### src/hw/rtl/ksis_pkg.sv
// types and constants shared by the k-smallest index select unit
package ksis_pkg;

	localparam int SCORE_W        = 32;
	localparam int INDEX_W        = 6;
	localparam int KEEP_W         = 7;
	localparam int MAX_LAYERS_DEF = 64;

	localparam logic [KEEP_W-1:0] KEEP_RESET = 7'd64;

	typedef struct packed {
		logic [SCORE_W-1:0] score;
		logic               last;
	} ksis_req_t;

	typedef struct packed {
		logic [INDEX_W-1:0] index;
		logic               final_res;
		logic               empty_res;
	} ksis_res_t;

	typedef enum logic [2:0] {
		ST_IDLE = 3'b001,
		ST_SCAN = 3'b010,
		ST_EMIT = 3'b100
	} ksis_state_t;

endpackage

### src/hw/rtl/k_smallest_index_select_unit.sv
// top level of the k-smallest index select unit
//
// Usage: each request carries one score and a last flag; it is taken at a clock
// edge where start is high and busy is low. Scores are stored at positions
// 0, 1, 2, ... (scores past MAX_LAYERS are dropped). Loading accepts one request
// per cycle and busy stays low.
// On a request flagged last, the unit drops loaded - keep_count entries with the
// smallest scores (equal scores: lower position first) and reports their
// positions in descending order on result, one per strobe cycle, the final one
// marked with final_res. If nothing is to be dropped a single result with
// empty_res set appears in the next cycle and busy never rises.
// Otherwise busy is high while one shared compare unit walks the score ram:
// each pass reads every loaded entry once, one per cycle, and selects one
// entry; then the emit walk steps down from the highest loaded position.
// Results are shown for exactly one cycle each; the receiver cannot stall.
// the user must write keep_count (keep_count_we / keep_count_data) only while
// idle; the unit does not enforce it. Reset clears the loaded count, selection
// flags, sets keep_count to 64; score ram stays undefined until written.
module k_smallest_index_select_unit
	import ksis_pkg::*;
#(
	parameter int MAX_LAYERS = MAX_LAYERS_DEF
) (
	input  logic              clk,
	input  logic              arst_n,
	input  logic              start,
	output logic              busy,
	input  ksis_req_t         request,
	input  logic              keep_count_we,
	input  logic [KEEP_W-1:0] keep_count_data,
	output logic              strobe,
	output ksis_res_t         result
);

	localparam int AW = (MAX_LAYERS > 1) ? $clog2(MAX_LAYERS) : 1;
	localparam int CW = $clog2(MAX_LAYERS + 1);
	localparam int XW = (CW > KEEP_W) ? CW : KEEP_W;

	ksis_state_t        state_q;
	logic [KEEP_W-1:0]  keep_q;
	logic [CW-1:0]      loaded_q;
	logic [MAX_LAYERS-1:0] mask_q;
	logic [CW-1:0]      drop_q;
	logic [CW-1:0]      pass_q;
	logic [CW-1:0]      rem_q;
	logic [AW-1:0]      rd_q;
	logic               iss_q;
	logic               vld_s1;
	logic [AW-1:0]      idx_s1;
	logic               found_q;
	logic [SCORE_W-1:0] min_q;
	logic [AW-1:0]      pick_q;
	logic [AW-1:0]      emit_q;
	logic               strobe_q;
	ksis_res_t          res_q;

	logic               accept;
	logic               room;
	logic [CW-1:0]      n_next;
	logic [XW-1:0]      n_x;
	logic [XW-1:0]      k_x;
	logic [CW-1:0]      drop_w;
	logic [CW-1:0]      lidx_w;
	logic [AW-1:0]      lidx;
	logic [SCORE_W-1:0] rdata;
	logic               cand;
	logic [AW-1:0]      pick_w;

	assign accept = start && (state_q == ST_IDLE);
	assign busy   = (state_q != ST_IDLE);
	assign room   = (loaded_q < CW'(MAX_LAYERS));
	assign n_next = room ? loaded_q + CW'(1) : loaded_q;
	assign n_x    = XW'(n_next);
	assign k_x    = XW'(keep_q);
	assign drop_w = (k_x < n_x) ? CW'(n_x - k_x) : '0;
	assign lidx_w = loaded_q - CW'(1);
	assign lidx   = lidx_w[AW-1:0];

	ksis_ram #(
		.WIDTH(SCORE_W),
		.DEPTH(MAX_LAYERS)
	) u_store (
		.clk  (clk),
		.we   (accept && room),
		.waddr(loaded_q[AW-1:0]),
		.wdata(request.score),
		.raddr(rd_q),
		.rdata(rdata)
	);

	// shared compare: unselected entry that beats the running minimum
	assign cand   = vld_s1 && !mask_q[idx_s1] && (!found_q || (rdata < min_q));
	assign pick_w = cand ? idx_s1 : pick_q;

	always_ff @(posedge clk or negedge arst_n) begin
		if (!arst_n) begin
			state_q  <= ST_IDLE;
			keep_q   <= KEEP_RESET;
			loaded_q <= '0;
			mask_q   <= '0;
			drop_q   <= '0;
			pass_q   <= '0;
			rem_q    <= '0;
			rd_q     <= '0;
			iss_q    <= 1'b0;
			vld_s1   <= 1'b0;
			idx_s1   <= '0;
			found_q  <= 1'b0;
			min_q    <= '0;
			pick_q   <= '0;
			emit_q   <= '0;
			strobe_q <= 1'b0;
			res_q    <= '0;
		end else begin
			strobe_q <= 1'b0;
			if (keep_count_we) begin
				keep_q <= keep_count_data;
			end
			unique case (state_q)
				ST_IDLE: begin
					vld_s1 <= 1'b0;
					if (accept) begin
						loaded_q <= n_next;
						if (request.last) begin
							mask_q <= '0;
							if (drop_w == '0) begin
								strobe_q        <= 1'b1;
								res_q.index     <= '0;
								res_q.final_res <= 1'b1;
								res_q.empty_res <= 1'b1;
								loaded_q        <= '0;
							end else begin
								state_q <= ST_SCAN;
								drop_q  <= drop_w;
								pass_q  <= '0;
								rd_q    <= '0;
								iss_q   <= 1'b1;
								found_q <= 1'b0;
							end
						end
					end
				end
				ST_SCAN: begin
					// address issue side
					vld_s1 <= iss_q;
					idx_s1 <= rd_q;
					if (iss_q) begin
						if (rd_q == lidx) begin
							iss_q <= 1'b0;
						end else begin
							rd_q <= rd_q + AW'(1);
						end
					end
					// compare side, one entry per cycle
					if (vld_s1) begin
						if (idx_s1 == lidx) begin
							mask_q[pick_w] <= 1'b1;
							found_q        <= 1'b0;
							pass_q         <= pass_q + CW'(1);
							if (pass_q + CW'(1) == drop_q) begin
								state_q <= ST_EMIT;
								emit_q  <= lidx;
								rem_q   <= drop_q;
							end else begin
								rd_q  <= '0;
								iss_q <= 1'b1;
							end
						end else if (cand) begin
							found_q <= 1'b1;
							min_q   <= rdata;
							pick_q  <= idx_s1;
						end
					end
				end
				ST_EMIT: begin
					vld_s1 <= 1'b0;
					if (mask_q[emit_q]) begin
						strobe_q        <= 1'b1;
						res_q.index     <= INDEX_W'(emit_q);
						res_q.final_res <= (rem_q == CW'(1));
						res_q.empty_res <= 1'b0;
						rem_q           <= rem_q - CW'(1);
					end
					if (mask_q[emit_q] && (rem_q == CW'(1))) begin
						state_q  <= ST_IDLE;
						mask_q   <= '0;
						loaded_q <= '0;
					end else begin
						emit_q <= emit_q - AW'(1);
					end
				end
				default: begin
					state_q <= ST_IDLE;
				end
			endcase
		end
	end

	assign strobe = strobe_q;
	assign result = res_q;

endmodule

### src/hw/rtl/ksis_ram.sv
// generic single write port, single read port ram with registered read data
module ksis_ram #(
	parameter int WIDTH = 32,
	parameter int DEPTH = 64,
	localparam int AW   = (DEPTH > 1) ? $clog2(DEPTH) : 1
) (
	input  logic             clk,
	input  logic             we,
	input  logic [AW-1:0]    waddr,
	input  logic [WIDTH-1:0] wdata,
	input  logic [AW-1:0]    raddr,
	output logic [WIDTH-1:0] rdata
);

	logic [WIDTH-1:0] mem [DEPTH];

	always_ff @(posedge clk) begin
		if (we) begin
			mem[waddr] <= wdata;
		end
		rdata <= mem[raddr];
	end

endmodule
### config.mk
export PLATFORM = sky130hd
export DESIGN_NAME = k_smallest_index_select_unit
export DESIGN_NICKNAME = d
export VERILOG_FILES = /design/src/hw/rtl/ksis_pkg.sv /design/src/hw/rtl/k_smallest_index_select_unit.sv /design/src/hw/rtl/ksis_ram.sv
export SDC_FILE = /design/constraint.sdc
export NUM_CORES = 2
export LEC_CHECK = 0
export BUFFER_PORTS_ARGS = -buffer_cell sky130_fd_sc_hd__buf_2
export CAP_MARGIN = 15
export CORE_ASPECT_RATIO = 1.75
export CORE_UTILIZATION = 59
export CTS_BUF_LIST = sky130_fd_sc_hd__clkbuf_4 sky130_fd_sc_hd__clkbuf_8 sky130_fd_sc_hd__clkbuf_16
export CTS_CLUSTER_SIZE = 40
export DETAILED_ROUTE_END_ITERATION = 10
export PLACE_DENSITY = 0.8
export SLEW_MARGIN = 20
export SYNTH_ARGS = -nofsm -noshare
export SYNTH_HDL_FRONTEND = slang
export SYNTH_SLANG_ARGS = --single-unit
### constraint.sdc
create_clock -name clk -period 4.3 [get_ports clk]
set_input_delay 0.86 -clock clk [delete_from_list [all_inputs] [get_ports clk]]
set_output_delay 0.86 -clock clk [all_outputs]
set_load 0.1 [all_outputs]
==> run_results.csv <==
group,metric,value,unit
synth,synthTopCellsByArea,"edfxtp_1 70%, mux4_2 18%, dfrtp_1 4.8%, a22o_1 0.78%, dfxtp_1 0.73%",
drt,wl_per_cell,35.5,um
finish,drive_gt1_share,31.8,%
clocking,post-cts-setup-buffers,0,
critical_path,reg2reg_to,"result[6]$_DFFE_PN0P_",
power,power.total,0.0410,W
flow_run,drv_cap,0,
sta,finalSetupViolCount,0,
critical_path,path_class,"flop to flop",
synth,synth_cell_types,81,
synth,syn-cell-area,88100,um2
grt,antenna_found_initial,17,
critical_path,r2r-start,"loaded_q[1]$_DFFE_PN0P_",
drt,met3WireLength,18200,um
clocking,cts_made_buffers,178,
drt,route.met2.wl,119000,um
sta,slew_viol_final,0,
synth,synth.most_common_cell,"edfxtp_1",
critical_path,r2r_slack,0.35,ns
critical_path,cpLargestDelayFamily,"compound AO/OA/AOI/OAI gates",
placement,place_area,92700,um2
power,ir_worst_vdd,0.000385,V
sta,fmax,0.253,GHz
clocking,cts_htree_levels,4,
finish,nFillCells,8584,
finish,utilization,66.5,%
drt,drtPass1Iterations,6,
sta,fin_crit_sh,91.8,%
finish,regArea,66400,um2
synth,ys_warn_count,0,
critical_path,cp-end-kind,"flop",
critical_path,crit_arrival,4.64,ns
synth,synth-seq-cells,2250,
synth,syn_inst,3924,
drt,remaining_drc_errors,0,
finish,design_area,98700,um2
sta,slew_headroom,22.3,%
critical_path,cpPeakStageDelay,0.50,ns
synth,synth_top_area_share,69.8,%
drt,drtIter0Drc,5608,
critical_path,path_cells,"inv_1 -> ha_1 -> mux2_2 -> ha_1 -> nor2b_1 -> o21a_1 -> o21a_1 -> o31ai_1 -> a221oi_1 -> buf_4 -> a21boi_0 -> nor2_1 -> a32o_1",
floorplanning,rows,187,
floorplanning,io_pins,54,
synth,ys_seq_area_share,75.3,%
clocking,cts_buffer_depth,3,
clocking,ctsHoldBuffers,0,
synth,synthFlopType,"edfxtp_1",
sta,fin_skew,0.0388,ns
floorplanning,die_w,294,um
placement,pre_cts_ws,0.308,ns
placement,hpwl,123000,um
critical_path,slowest_stage,"dfrtp_1",
drt,antenna_left,0,
critical_path,cp_max_fo,10,
placement,portBuffers,53,
sta,final-hold-violation-count,0,
sta,fin_crit,3.95,ns
drt,via_count,44016,
power,power_per_cell_area,416,nW/um2
clocking,clock_latency,0.82,ns
clocking,root_buffer,"clkbuf_16",
grt,overflow,0,
floorplanning,floorplan.initialDensity,59.4,%
synth,synth_common_cells,"2048 x edfxtp_1, 702 x mux4_2, 168 x dfrtp_1",
grt,grt_max_degree,106,
synth,ys_async_sr_fraction,7.56,%
synth,syn_area_per_cell,22.5,um2
critical_path,crit_path_start_kind,"flop",
critical_path,crit_required,4.99,ns
clocking,cts_sinks,2250,
finish,multiInputGateArea,21200,um2
worst_hold_path,hp-class,"primary input to asynchronous set/reset pin",
floorplanning,die_area,151000,um2
placement,gp_congestion,0.866,
clocking,cts_tree,"built",
critical_path,crit_buf_inv,2,
drt,routed_wl,222000,um
sta,rsz0062_at_grt,"false",
grt,grt_pass1_vias,45553,
sta,tightest_slew,1.17,ns
critical_path,r2r_cells,13,
drt,viasPerCell,7.03,
floorplanning,fp.coreArea,148000,um2
finish,nets,4216,
sta,fin_setup_tns,0,ns
grt,grt_pass1_wl,321000,um
run_status,status,"complete, no violations",
sta,setup_slack,0.352,ns
clocking,clkTransAtPathRegs,0.07,ns
power,p_leak,32.4,nW
drt,routed.top_layer,"met5",
grt,track_usage,30.1,%
synth,synth-edff-count,2048,
synth,synth_nets,4014,
synth,yosysTopAreaCell,"edfxtp_1",
drt,wl_met1,72900,um
finish,layout-area-overhead-vs-synth,12.0,%
floorplanning,die_height,513,um
## timing repair
action / 4_1_cts / 5_1_grt
setup endpoints to repair: 0 / 6
hold endpoints to repair: 0 / 0
resized for setup: 0 / 2
## cells by family after synthesis
family	synth area share, %
flip-flops	75.3
multiplexers	18.7
AND/OR/NAND/NOR	1.69
buffers and inverters	1.22
AO/OA/AOI/OAI	2.06
adder cells (fa/ha/maj)	0.662
XOR/XNOR	0.383
## state kept, by name, indices dropped and copies added (netlist names)
register,cells
found_q,1
u_store.mem,2048
rd_q,6
pick_q,6
iss_q,1
idx_s1,6
mask_q,64
emit_q,6
drop_q,7
vld_s1,1
pass_q,7
strobe,1
loaded_q,7
rem_q,7
u_store.rdata,32
state_q,3
result,8
k_x,7
min_q,32
## cells in the final DEF, fill, tap and decap left out, types with 16 or more instances in the layout
cell       count
xnor2_1       21
clkbuf_16    184
o21ai_0       45
a21oi_1       46
dfxtp_1       32
buf_12        71
clkinv_1      33
clkinv_2      37
mux2i_1       16
dfrtp_1      162
inv_1         63
mux4_2       702
nand2_1       98
nor2_1        43
a22o_1        78
buf_4        109
ha_1          45
clkbuf_4      29
buf_2         46
edfxtp_1    2048
mux2_2        35
nor2_4        64
nand3_1       36
## layer usage
layer / track usage (%) / vias to the layer above
met4: 14.6 / 6
met1: 36.3 / 23264
li1: - / 16965
met3: 4.15 / 675
met2: 53.3 / 3106
met5: 0 / -
## worst max-delay path by stage
stage          depth (start not counted)                     from                      end  slack (ns)
3_5_place_dp                          12  loaded_q[1]$_DFFE_PN0P_  loaded_q[1]$_DFFE_PN0P_        0.31
5_1_grt                               13  loaded_q[1]$_DFFE_PN0P_    result[6]$_DFFE_PN0P_        0.10
2_1_floorplan                         13  loaded_q[0]$_DFFE_PN0P_  loaded_q[0]$_DFFE_PN0P_        0.63
4_1_cts                               12  loaded_q[1]$_DFFE_PN0P_  loaded_q[1]$_DFFE_PN0P_        0.21
6_report                              13  loaded_q[1]$_DFFE_PN0P_    result[6]$_DFFE_PN0P_        0.35
3_3_place_gp                          12  loaded_q[1]$_DFFE_PN0P_  loaded_q[2]$_DFFE_PN0P_        0.47
## power breakdown
part / total, W / internal (W) / switching, W / leakage (nW)
clock network: 0.0168 / 0.00902 / 0.00777 / 2.93
logic: 0.000400 / 0.0000484 / 0.000352 / 8.60
registers: 0.0238 / 0.0238 / 0.00000234 / 20.8
## per-stage QoR
| step | instances | hold slack (ns) |
|---|---|---|
| floorplan | 3924 | 0.445 |
| global placement | 5926 | 0.458 |
| detailed placement | 5926 | 0.473 |
| CTS | 6251 | 0.196 |
| global route | 6259 | 0.242 |
| finish | 6261 | 0.190 |
## final cells by class
cell class                 instances  area share (%)
antenna                            6          0.0152
clock buffer                     216            4.93
clock inverter                   109            1.04
inverter                          63           0.240
multi-input combinational       1406            21.4
sequential                      2250            67.3
tap                             1984            2.52
timing repair buffer             227            2.51
Power figures use the tool's default switching activity.
